**src/hdl/mlcr_pkg.sv**
```systemverilog
// ----------------------------------------------------------------------------
// mlcr_pkg
// shared constants, types and the arctangent table for the camera turn block
// ----------------------------------------------------------------------------
package mlcr_pkg;

    localparam int SCREEN_WIDTH  = 1280;
    localparam int SCREEN_HEIGHT = 720;

    localparam int CORDIC_STEPS = 16;

    // angles in units of 2^-16 rad
    localparam logic signed [21:0] TWO_PI_ANG  = 22'sd411775;
    localparam logic signed [21:0] PI_ANG      = 22'sd205887;
    localparam logic signed [21:0] HALF_PI_ANG = 22'sd102944;
    localparam logic signed [18:0] CORDIC_GAIN = 19'sd39797;

    localparam logic [2:0] REG_SENSITIVITY   = 3'd0;
    localparam logic [2:0] REG_START_DIR_X   = 3'd1;
    localparam logic [2:0] REG_START_DIR_Y   = 3'd2;
    localparam logic [2:0] REG_START_PLANE_X = 3'd3;
    localparam logic [2:0] REG_START_PLANE_Y = 3'd4;

    localparam logic FUNC_POINTER = 1'b0;
    localparam logic FUNC_RESTART = 1'b1;

    localparam logic        [15:0] RST_SENSITIVITY   = 16'd12583;
    localparam logic signed [15:0] RST_START_DIR_X   = 16'sd16384;
    localparam logic signed [15:0] RST_START_DIR_Y   = 16'sd0;
    localparam logic signed [15:0] RST_START_PLANE_X = 16'sd0;
    localparam logic signed [15:0] RST_START_PLANE_Y = 16'sd10813;

    localparam logic signed [15:0] UNIT_POS = 16'sd16384;
    localparam logic signed [15:0] UNIT_NEG = -16'sd16384;

    typedef struct packed {
        logic en;
        logic first;
    } mac_ctl_t;

    typedef struct packed {
        logic               done;
        logic signed [15:0] sin_v;
        logic signed [15:0] cos_v;
    } trig_t;

    function automatic logic [15:0] atan_entry(input logic [3:0] idx);
        logic [15:0] v;
        unique case (idx)
            4'd0:    v = 16'd51472;
            4'd1:    v = 16'd30386;
            4'd2:    v = 16'd16055;
            4'd3:    v = 16'd8150;
            4'd4:    v = 16'd4091;
            4'd5:    v = 16'd2047;
            4'd6:    v = 16'd1024;
            4'd7:    v = 16'd512;
            4'd8:    v = 16'd256;
            4'd9:    v = 16'd128;
            4'd10:   v = 16'd64;
            4'd11:   v = 16'd32;
            4'd12:   v = 16'd16;
            4'd13:   v = 16'd8;
            4'd14:   v = 16'd4;
            default: v = 16'd2;
        endcase
        return v;
    endfunction

endpackage

```
**src/hdl/mlcr_mac.sv**
```systemverilog
// ----------------------------------------------------------------------------
// mlcr_mac
// shared signed multiplier with registered product and accumulator
// ----------------------------------------------------------------------------
module mlcr_mac (
    input  logic                clk,
    input  logic                rst_n,
    input  mlcr_pkg::mac_ctl_t  ctl,
    input  logic signed [15:0]  op_a,
    input  logic signed [16:0]  op_b,
    output logic signed [33:0]  acc
);

    logic signed [32:0] prod_reg;
    logic signed [33:0] acc_reg;
    logic               en_reg;
    logic               first_reg;

    always_ff @(posedge clk or negedge rst_n)
    begin
        if (!rst_n)
        begin
            en_reg    <= 1'b0;
            first_reg <= 1'b0;
            prod_reg  <= '0;
            acc_reg   <= '0;
        end
        else
        begin
            en_reg    <= ctl.en;
            first_reg <= ctl.first;
            prod_reg  <= 33'(op_a) * 33'(op_b);
            if (en_reg)
            begin
                if (first_reg)
                    acc_reg <= 34'(prod_reg);
                else
                    acc_reg <= acc_reg + 34'(prod_reg);
            end
        end
    end

    assign acc = acc_reg;

endmodule

```
**src/hdl/mlcr_cordic.sv**
```systemverilog
// ----------------------------------------------------------------------------
// mlcr_cordic
// iterative sin and cos: range reduction, quadrant fold, 16 rotation steps
// ----------------------------------------------------------------------------
module mlcr_cordic (
    input  logic                clk,
    input  logic                rst_n,
    input  logic                start,
    input  logic signed [21:0]  angle,
    output mlcr_pkg::trig_t     res
);

    typedef enum logic [1:0] {
        C_IDLE,
        C_REDUCE,
        C_ROT,
        C_FIN
    } cstate_t;

    cstate_t            state_reg;
    logic signed [21:0] r_reg;
    logic signed [19:0] z_reg;
    logic signed [18:0] x_reg;
    logic signed [18:0] y_reg;
    logic [3:0]         i_reg;
    logic               neg_reg;
    logic               done_reg;
    logic signed [15:0] sin_reg;
    logic signed [15:0] cos_reg;

    logic signed [21:0] fold;
    logic               fold_neg;
    logic signed [18:0] xs;
    logic signed [18:0] ys;
    logic signed [19:0] atan_v;
    logic signed [18:0] xr;
    logic signed [18:0] yr;
    logic signed [15:0] xc;
    logic signed [15:0] yc;

    always_comb
    begin
        fold     = r_reg;
        fold_neg = 1'b0;
        if (r_reg > mlcr_pkg::HALF_PI_ANG)
        begin
            fold     = r_reg - mlcr_pkg::PI_ANG;
            fold_neg = 1'b1;
        end
        else if (r_reg < -mlcr_pkg::HALF_PI_ANG)
        begin
            fold     = r_reg + mlcr_pkg::PI_ANG;
            fold_neg = 1'b1;
        end
        xs     = x_reg >>> i_reg;
        ys     = y_reg >>> i_reg;
        atan_v = signed'({4'b0000, mlcr_pkg::atan_entry(i_reg)});
        xr     = (x_reg + 19'sd2) >>> 2;
        yr     = (y_reg + 19'sd2) >>> 2;
        if (xr > 19'(mlcr_pkg::UNIT_POS))
            xc = mlcr_pkg::UNIT_POS;
        else if (xr < 19'(mlcr_pkg::UNIT_NEG))
            xc = mlcr_pkg::UNIT_NEG;
        else
            xc = 16'(xr);
        if (yr > 19'(mlcr_pkg::UNIT_POS))
            yc = mlcr_pkg::UNIT_POS;
        else if (yr < 19'(mlcr_pkg::UNIT_NEG))
            yc = mlcr_pkg::UNIT_NEG;
        else
            yc = 16'(yr);
    end

    always_ff @(posedge clk or negedge rst_n)
    begin
        if (!rst_n)
        begin
            state_reg <= C_IDLE;
            r_reg     <= '0;
            z_reg     <= '0;
            x_reg     <= '0;
            y_reg     <= '0;
            i_reg     <= '0;
            neg_reg   <= 1'b0;
            done_reg  <= 1'b0;
            sin_reg   <= '0;
            cos_reg   <= '0;
        end
        else
        begin
            done_reg <= 1'b0;
            unique case (state_reg)
                C_IDLE:
                begin
                    if (start)
                    begin
                        r_reg     <= angle;
                        state_reg <= C_REDUCE;
                    end
                end
                C_REDUCE:
                begin
                    if (r_reg > mlcr_pkg::PI_ANG)
                        r_reg <= r_reg - mlcr_pkg::TWO_PI_ANG;
                    else if (r_reg < -mlcr_pkg::PI_ANG)
                        r_reg <= r_reg + mlcr_pkg::TWO_PI_ANG;
                    else
                    begin
                        z_reg     <= 20'(fold);
                        neg_reg   <= fold_neg;
                        x_reg     <= mlcr_pkg::CORDIC_GAIN;
                        y_reg     <= '0;
                        i_reg     <= '0;
                        state_reg <= C_ROT;
                    end
                end
                C_ROT:
                begin
                    if (z_reg >= 20'sd0)
                    begin
                        x_reg <= x_reg - ys;
                        y_reg <= y_reg + xs;
                        z_reg <= z_reg - atan_v;
                    end
                    else
                    begin
                        x_reg <= x_reg + ys;
                        y_reg <= y_reg - xs;
                        z_reg <= z_reg + atan_v;
                    end
                    if (i_reg == 4'(mlcr_pkg::CORDIC_STEPS - 1))
                        state_reg <= C_FIN;
                    else
                        i_reg <= i_reg + 4'd1;
                end
                C_FIN:
                begin
                    cos_reg   <= neg_reg ? -xc : xc;
                    sin_reg   <= neg_reg ? -yc : yc;
                    done_reg  <= 1'b1;
                    state_reg <= C_IDLE;
                end
                default:
                begin
                    state_reg <= C_IDLE;
                end
            endcase
        end
    end

    assign res.done  = done_reg;
    assign res.sin_v = sin_reg;
    assign res.cos_v = cos_reg;

endmodule

```
**src/hdl/mouse_look_camera_rotate.sv**
```systemverilog
// ----------------------------------------------------------------------------
// mouse_look_camera_rotate
// pointer-driven camera turn: yaw rotation of direction and plane, pitch clamp
// ----------------------------------------------------------------------------
// channel   signals                                         direction
// in        in_valid, in_stall, func, pointer_x, pointer_y  item in
// out       out_valid, out_stall, facing_*, view_plane_*,   item out
//           tilt
// cfg       cfg_valid, cfg_ready, cfg_index, cfg_data       register write
//
// a pointer item passes from accept to out_valid through the yaw and pitch-step
// products, the cordic (range reduction plus 16 rotation steps) and the shared
// multiplier for the eight rotation products; a restart item loads the start
// pose and zero pitch and goes straight to out_valid
// one item at a time; in_stall stays high until the result item is taken
// reset loads the start pose reset values and zero pitch; cfg_ready is always high
// ----------------------------------------------------------------------------
module mouse_look_camera_rotate (
    input  logic                clk,
    input  logic                rst_n,
    input  logic                in_valid,
    output logic                in_stall,
    input  logic                func,
    input  logic signed [12:0]  pointer_x,
    input  logic signed [12:0]  pointer_y,
    output logic                out_valid,
    input  logic                out_stall,
    output logic signed [15:0]  facing_x,
    output logic signed [15:0]  facing_y,
    output logic signed [15:0]  view_plane_x,
    output logic signed [15:0]  view_plane_y,
    output logic signed [15:0]  tilt,
    input  logic                cfg_valid,
    output logic                cfg_ready,
    input  logic [2:0]          cfg_index,
    input  logic [15:0]         cfg_data
);

    typedef enum logic [2:0] {
        S_IDLE,
        S_YAW,
        S_TURN,
        S_MIX,
        S_OUT
    } state_t;

    state_t             state_reg;
    logic [3:0]         cnt_reg;
    logic signed [15:0] dx2_reg;
    logic signed [15:0] dy2_reg;
    logic signed [15:0] dir_x_reg;
    logic signed [15:0] dir_y_reg;
    logic signed [15:0] plane_x_reg;
    logic signed [15:0] plane_y_reg;
    logic signed [15:0] pitch_reg;
    logic               out_valid_reg;

    logic        [15:0] sens_reg;
    logic signed [15:0] start_dir_x_reg;
    logic signed [15:0] start_dir_y_reg;
    logic signed [15:0] start_plane_x_reg;
    logic signed [15:0] start_plane_y_reg;

    mlcr_pkg::mac_ctl_t mac_ctl;
    logic signed [15:0] mac_a;
    logic signed [16:0] mac_b;
    logic signed [33:0] mac_acc;
    mlcr_pkg::trig_t    trig;
    logic               cordic_start;
    logic signed [21:0] yaw;

    logic               accept;
    logic signed [33:0] yaw_wide;
    logic signed [33:0] step_wide;
    logic signed [20:0] pitch_sum;
    logic signed [15:0] pitch_new;
    logic signed [33:0] mix_wide;
    logic signed [15:0] mix_val;
    logic [1:0]         mix_k;
    logic               mix_first;
    logic signed [15:0] neg_sin;
    logic signed [15:0] dx2_in;
    logic signed [15:0] dy2_in;

    assign accept    = in_valid && !in_stall;
    assign in_stall  = (state_reg != S_IDLE);
    assign cfg_ready = 1'b1;

    always_comb
    begin
        dx2_in    = signed'({{2{pointer_x[12]}}, pointer_x, 1'b0})
                    - 16'sd1 * 16'(mlcr_pkg::SCREEN_WIDTH);
        dy2_in    = signed'({{2{pointer_y[12]}}, pointer_y, 1'b0})
                    - 16'sd1 * 16'(mlcr_pkg::SCREEN_HEIGHT);
        yaw_wide  = (mac_acc + 34'sd256) >>> 9;
        step_wide = (mac_acc + 34'sd1024) >>> 11;
        yaw       = signed'(yaw_wide[21:0]);
        pitch_sum = 21'(pitch_reg) + signed'(step_wide[20:0]);
        if (pitch_sum > 21'(mlcr_pkg::UNIT_POS))
            pitch_new = mlcr_pkg::UNIT_POS;
        else if (pitch_sum < 21'(mlcr_pkg::UNIT_NEG))
            pitch_new = mlcr_pkg::UNIT_NEG;
        else
            pitch_new = 16'(pitch_sum);
        mix_wide = (mac_acc + 34'sd8192) >>> 14;
        if (mix_wide > 34'sd32767)
            mix_val = 16'sh7fff;
        else if (mix_wide < -34'sd32768)
            mix_val = 16'sh8000;
        else
            mix_val = 16'(mix_wide);

        mix_k     = cnt_reg[2:1];
        mix_first = !cnt_reg[0];
        neg_sin   = -trig.sin_v;

        mac_ctl.en    = 1'b0;
        mac_ctl.first = 1'b1;
        mac_a         = dx2_reg;
        mac_b         = signed'({1'b0, sens_reg});
        cordic_start  = 1'b0;
        if (state_reg == S_YAW)
        begin
            mac_ctl.en   = (cnt_reg < 4'd2);
            mac_a        = (cnt_reg == 4'd0) ? dx2_reg : dy2_reg;
            cordic_start = (cnt_reg == 4'd2);
        end
        else if (state_reg == S_MIX)
        begin
            mac_ctl.en    = (cnt_reg < 4'd8);
            mac_ctl.first = mix_first;
            if (mix_k[1])
                mac_a = mix_first ? plane_x_reg : plane_y_reg;
            else
                mac_a = mix_first ? dir_x_reg : dir_y_reg;
            if (mix_k[0])
                mac_b = 17'(mix_first ? trig.sin_v : trig.cos_v);
            else
                mac_b = 17'(mix_first ? trig.cos_v : neg_sin);
        end
    end

    always_ff @(posedge clk or negedge rst_n)
    begin
        if (!rst_n)
        begin
            sens_reg          <= mlcr_pkg::RST_SENSITIVITY;
            start_dir_x_reg   <= mlcr_pkg::RST_START_DIR_X;
            start_dir_y_reg   <= mlcr_pkg::RST_START_DIR_Y;
            start_plane_x_reg <= mlcr_pkg::RST_START_PLANE_X;
            start_plane_y_reg <= mlcr_pkg::RST_START_PLANE_Y;
        end
        else if (cfg_valid && cfg_ready)
        begin
            unique case (cfg_index)
                mlcr_pkg::REG_SENSITIVITY:   sens_reg          <= cfg_data;
                mlcr_pkg::REG_START_DIR_X:   start_dir_x_reg   <= signed'(cfg_data);
                mlcr_pkg::REG_START_DIR_Y:   start_dir_y_reg   <= signed'(cfg_data);
                mlcr_pkg::REG_START_PLANE_X: start_plane_x_reg <= signed'(cfg_data);
                mlcr_pkg::REG_START_PLANE_Y: start_plane_y_reg <= signed'(cfg_data);
                default: ;
            endcase
        end
    end

    always_ff @(posedge clk or negedge rst_n)
    begin
        if (!rst_n)
        begin
            state_reg     <= S_IDLE;
            cnt_reg       <= '0;
            dx2_reg       <= '0;
            dy2_reg       <= '0;
            dir_x_reg     <= mlcr_pkg::RST_START_DIR_X;
            dir_y_reg     <= mlcr_pkg::RST_START_DIR_Y;
            plane_x_reg   <= mlcr_pkg::RST_START_PLANE_X;
            plane_y_reg   <= mlcr_pkg::RST_START_PLANE_Y;
            pitch_reg     <= '0;
            out_valid_reg <= 1'b0;
        end
        else
        begin
            unique case (state_reg)
                S_IDLE:
                begin
                    if (accept)
                    begin
                        if (func == mlcr_pkg::FUNC_RESTART)
                        begin
                            dir_x_reg     <= start_dir_x_reg;
                            dir_y_reg     <= start_dir_y_reg;
                            plane_x_reg   <= start_plane_x_reg;
                            plane_y_reg   <= start_plane_y_reg;
                            pitch_reg     <= '0;
                            out_valid_reg <= 1'b1;
                            state_reg     <= S_OUT;
                        end
                        else
                        begin
                            dx2_reg   <= dx2_in;
                            dy2_reg   <= dy2_in;
                            cnt_reg   <= '0;
                            state_reg <= S_YAW;
                        end
                    end
                end
                S_YAW:
                begin
                    cnt_reg <= cnt_reg + 4'd1;
                    if (cnt_reg == 4'd3)
                    begin
                        pitch_reg <= pitch_new;
                        state_reg <= S_TURN;
                    end
                end
                S_TURN:
                begin
                    if (trig.done)
                    begin
                        cnt_reg   <= '0;
                        state_reg <= S_MIX;
                    end
                end
                S_MIX:
                begin
                    cnt_reg <= cnt_reg + 4'd1;
                    unique case (cnt_reg)
                        4'd3:    dir_x_reg   <= mix_val;
                        4'd5:    dir_y_reg   <= mix_val;
                        4'd7:    plane_x_reg <= mix_val;
                        4'd9:    plane_y_reg <= mix_val;
                        default: ;
                    endcase
                    if (cnt_reg == 4'd9)
                    begin
                        out_valid_reg <= 1'b1;
                        state_reg     <= S_OUT;
                    end
                end
                S_OUT:
                begin
                    if (!out_stall)
                    begin
                        out_valid_reg <= 1'b0;
                        state_reg     <= S_IDLE;
                    end
                end
                default:
                begin
                    state_reg <= S_IDLE;
                end
            endcase
        end
    end

    mlcr_mac u_mac (
        .clk   (clk),
        .rst_n (rst_n),
        .ctl   (mac_ctl),
        .op_a  (mac_a),
        .op_b  (mac_b),
        .acc   (mac_acc)
    );

    mlcr_cordic u_cordic (
        .clk   (clk),
        .rst_n (rst_n),
        .start (cordic_start),
        .angle (yaw),
        .res   (trig)
    );

    assign out_valid    = out_valid_reg;
    assign facing_x     = dir_x_reg;
    assign facing_y     = dir_y_reg;
    assign view_plane_x = plane_x_reg;
    assign view_plane_y = plane_y_reg;
    assign tilt         = pitch_reg;

endmodule

```
**config.mk**
```make
export PLATFORM = sky130hd
export DESIGN_NAME = mouse_look_camera_rotate
export DESIGN_NICKNAME = d
export VERILOG_FILES = /design/src/hdl/mlcr_pkg.sv /design/src/hdl/mlcr_mac.sv /design/src/hdl/mlcr_cordic.sv /design/src/hdl/mouse_look_camera_rotate.sv
export SDC_FILE = /design/constraint.sdc
export NUM_CORES = 2
export LEC_CHECK = 0
export ABC_AREA = 1
export ABC_CLOCK_PERIOD_IN_PS = 9750
export BUFFER_PORTS_ARGS = -buffer_cell sky130_fd_sc_hd__buf_2
export CORE_MARGIN = 2
export CORE_UTILIZATION = 65
export CTS_CLUSTER_DIAMETER = 40
export DETAILED_ROUTE_END_ITERATION = 6
export GPL_TIMING_DRIVEN = 0
export PLACE_DENSITY = 0.9
export SLEW_MARGIN = 0
export SYNTH_ARGS = -nofsm -noshare
export SYNTH_HDL_FRONTEND = slang
export SYNTH_SLANG_ARGS = --single-unit
```
**constraint.sdc**
```tcl
create_clock -name clk -period 9.75 [get_ports clk]
set_input_delay 1.4625 -clock clk [delete_from_list [all_inputs] [get_ports clk]]
set_output_delay 1.4625 -clock clk [all_outputs]
set_load 0.01 [all_outputs]
```
==> impl_metrics.yaml <==
floorplanning:
  dieArea_mm2: 0.0656
  coreArea_mm2: 0.0630
  rows: 92
  die_y_um: 256
  die_w_um: 256
  initial_utilization_pct: 65.6
  io_pins: 134
drt:
  post_drt_wl_per_cell_um: 21.3
  postRouteAntennaNets: 0
  totalWireLength_um: 148000
  viasPerCell: 6.15
  firstDrtPassIters: 7
  route.detailed.drc: 27
  drtIter0Drc: 5373
  via_count: 42800
timing:
  finalSetupViolCount: 0
  post-route-period-util_pct: 93.6
  fmax_mhz: 110
  finalHoldWorstSlack_ps: 485
  timing.clock.skew_ps: 38.6
  maxSlewViolCount: 0
  rsz0062_at_grt: "no"
  setup_tns_ps: 0
  post-route-min-period_ps: 9120
  worst_pin_slew_ps: 1170
  finalHoldViolCount: 0
  slew_headroom_pct: 21.2
final_layout:
  syn2layout_area_growth_pct: 10.7
  final_area_mm2: 0.0458
  n_fill_cell: 5125
  multi_input_area_mm2: 0.0274
  largest_reg_flops: 34
  final_nets: 6619
  fin_util_pct: 72.7
  regArea_mm2: 0.00967
  drive_above_1_share_pct: 7.55
logic_synthesis:
  synth_nets: 6411
  synth_top_area_share_pct: 21.8
  ys_ff_latch: 385
  yosys-top-cells-area: "dfrtp_1 22%, fa_1 14%, nand2_1 12%, inv_1 8.0%, ha_1 7.4%"
  synthCells: 5834
  dominantRegCellSynth: "dfrtp_1"
  syn_avg_cell_area_um2: 7.08
  synth.distinct_cells: 74
  synth_edf_count: 0
  syn_area_mm2: 0.0413
  synthTopCellsByCount: "1347 x nand2_1, 881 x inv_1, 512 x o21ai_0"
  async_reset_ff_share_pct: 100
  synth_area_leader_cell: "dfrtp_1"
  synth_warnings: 0
  ys_seq_area_share_pct: 23.4
  yosysMostFrequentCell: "nand2_1"
global_route:
  grt_pass1_vias: 41900
  antenna_found_initial: 5
  grt_max_degree: 115
  grt.overflow.total: 0
  grt_first_pass_wirelength_um: 230000
  grt.total_usage_pct: 44.8
critical_path:
  end_kind: "flop"
  path_common_cell: "fa_1"
  path_class: "flop to flop"
  required_ps: 10210
  arrival_ps: 9590
  cp-start-kind: "flop"
  slowest_delay_ps: 680
  slowest_stage: "fa_1"
  path_max_fanout: 15
outcome:
  violations: "design-rule violations"
  status: "finished with violations"
clocking:
  cts_root_buf: "clkbuf_16"
  holdBufCountCts: 0
  clk_latency_ps: 640
  clock-sinks: 385
  numCtsBuffers: 72
  cts_buffer_depth: 3
  clk_pin_slew_ps: 60
  htreeDepth: 3
  cts_tree: "built"
min_path:
  min_path_type: "flop to flop"
job:
  cap_violations: 0
place:
  port_buffers: 132
  gp_congestion: 1.04
  dpl_cell_area_mm2: 0.0431
  dpl.hpwl_um: 116000
-- worst max-delay path: cells and delay by family, from the launching register on --
| family | cells | cell delay, ps |
|---|---|---|
| flops | 1 | 400 |
| simple gates | 8 | 1040 |
| compound gates | 3 | 980 |
| fa+ha+maj | 8 | 4210 |
| buf+inv | 9 | 2140 |
| xor+xnor | 1 | 180 |
-- layout make-up --
cell class	count	share of cell area, %
Sequential cell	385	21.1
Multi-Input combinational cell	4336	59.8
Tap cell	846	2.31
Antenna cell	2	0.0109
Inverter	911	7.48
Timing Repair Buffer	135	1.65
Clock buffer	83	4.09
Buffer	201	1.96
Clock inverter	51	1.55
-- logic make-up after synthesis --
| family | synth area share [%] |
|---|---|
| buffers and inverters | 10.5 |
| and+or+nand+nor | 23.6 |
| muxes | 0.145 |
| xor gates and xnor gates | 4.32 |
| adders and majority gates | 21.0 |
| AOI/OAI and AO/OA | 17.1 |
| other | 0.00907 |
| DFF | 23.4 |
-- cells in the final DEF (no fill, tap or decap), types with 12 or more instances in the layout --
cell,Yosys,final
o21bai_1,17,17
buf_1,20,20
o21ai_0,512,512
inv_2,19,19
o221ai_1,15,12
dfstp_2,25,25
nand2_2,23,23
dfrtp_1,360,360
buf_2,34,165
ha_1,244,244
o22ai_1,59,59
nand3_1,286,286
clkbuf_1,131,138
xor2_1,132,132
nor2_2,19,19
a31oi_1,32,32
a21boi_0,16,16
o21a_1,17,17
fa_1,282,282
o211ai_1,55,55
nor2_1,507,507
nand4_1,53,53
nor3_1,48,48
or2_2,20,20
inv_1,881,881
a21o_1,18,18
xnor2_1,68,68
o31ai_1,12,12
clkbuf_16,0,72
a32o_1,12,12
o21ai_1,45,45
nand2_1,1347,1347
a21oi_1,388,388
-- routing by layer --
layer | up-vias | wire, µm | global-route usage, %
met1 | 20000 | 55000 | 55.9
met3 | 658 | 17200 | 11.0
met2 | 2818 | 65400 | 70.5
li1 | 19300 | - | -
met5 | - | 38 | 0
met4 | 6 | 10300 | 26.9
-- timing repair --
action / CTS / global route
setup buffers: 0 / 0
resized for setup: 0 / 4
setup endpoints to repair: 0 / 6
-- through the flow --
| stage | setup slack, ps | cells |
|---|---|---|
| finish | 627 | 6950 |
| global route | 118 | 6948 |
| CTS | 177 | 6949 |
| detailed placement | 239 | 6815 |
| global placement | -504 | 6812 |
| floorplan | 2230 | 5834 |
-- worst paths after layout --
| path | slack, ps | startpoint | cells past startpoint | to |
|---|---|---|---|---|
| setup / recovery | 630 | cnt_reg[0] | 29 | u_mac.prod_reg[32] |
| setup reg to reg | 630 | cnt_reg[0] | 29 | u_mac.prod_reg[32] |
| max in group asynchronous | 7470 | rst_n | 3 | sens_reg[13] |
| hold reg to reg | 490 | start_plane_x_reg[0] | 2 | start_plane_x_reg[0] |
| min in group asynchronous | 790 | rst_n | 1 | u_cordic.z_reg[7] |
| hold / removal | 490 | start_plane_x_reg[0] | 2 | start_plane_x_reg[0] |
Power is not shown: default switching activity piles up to over one toggle a cycle in this logic, so the estimate is an artifact.
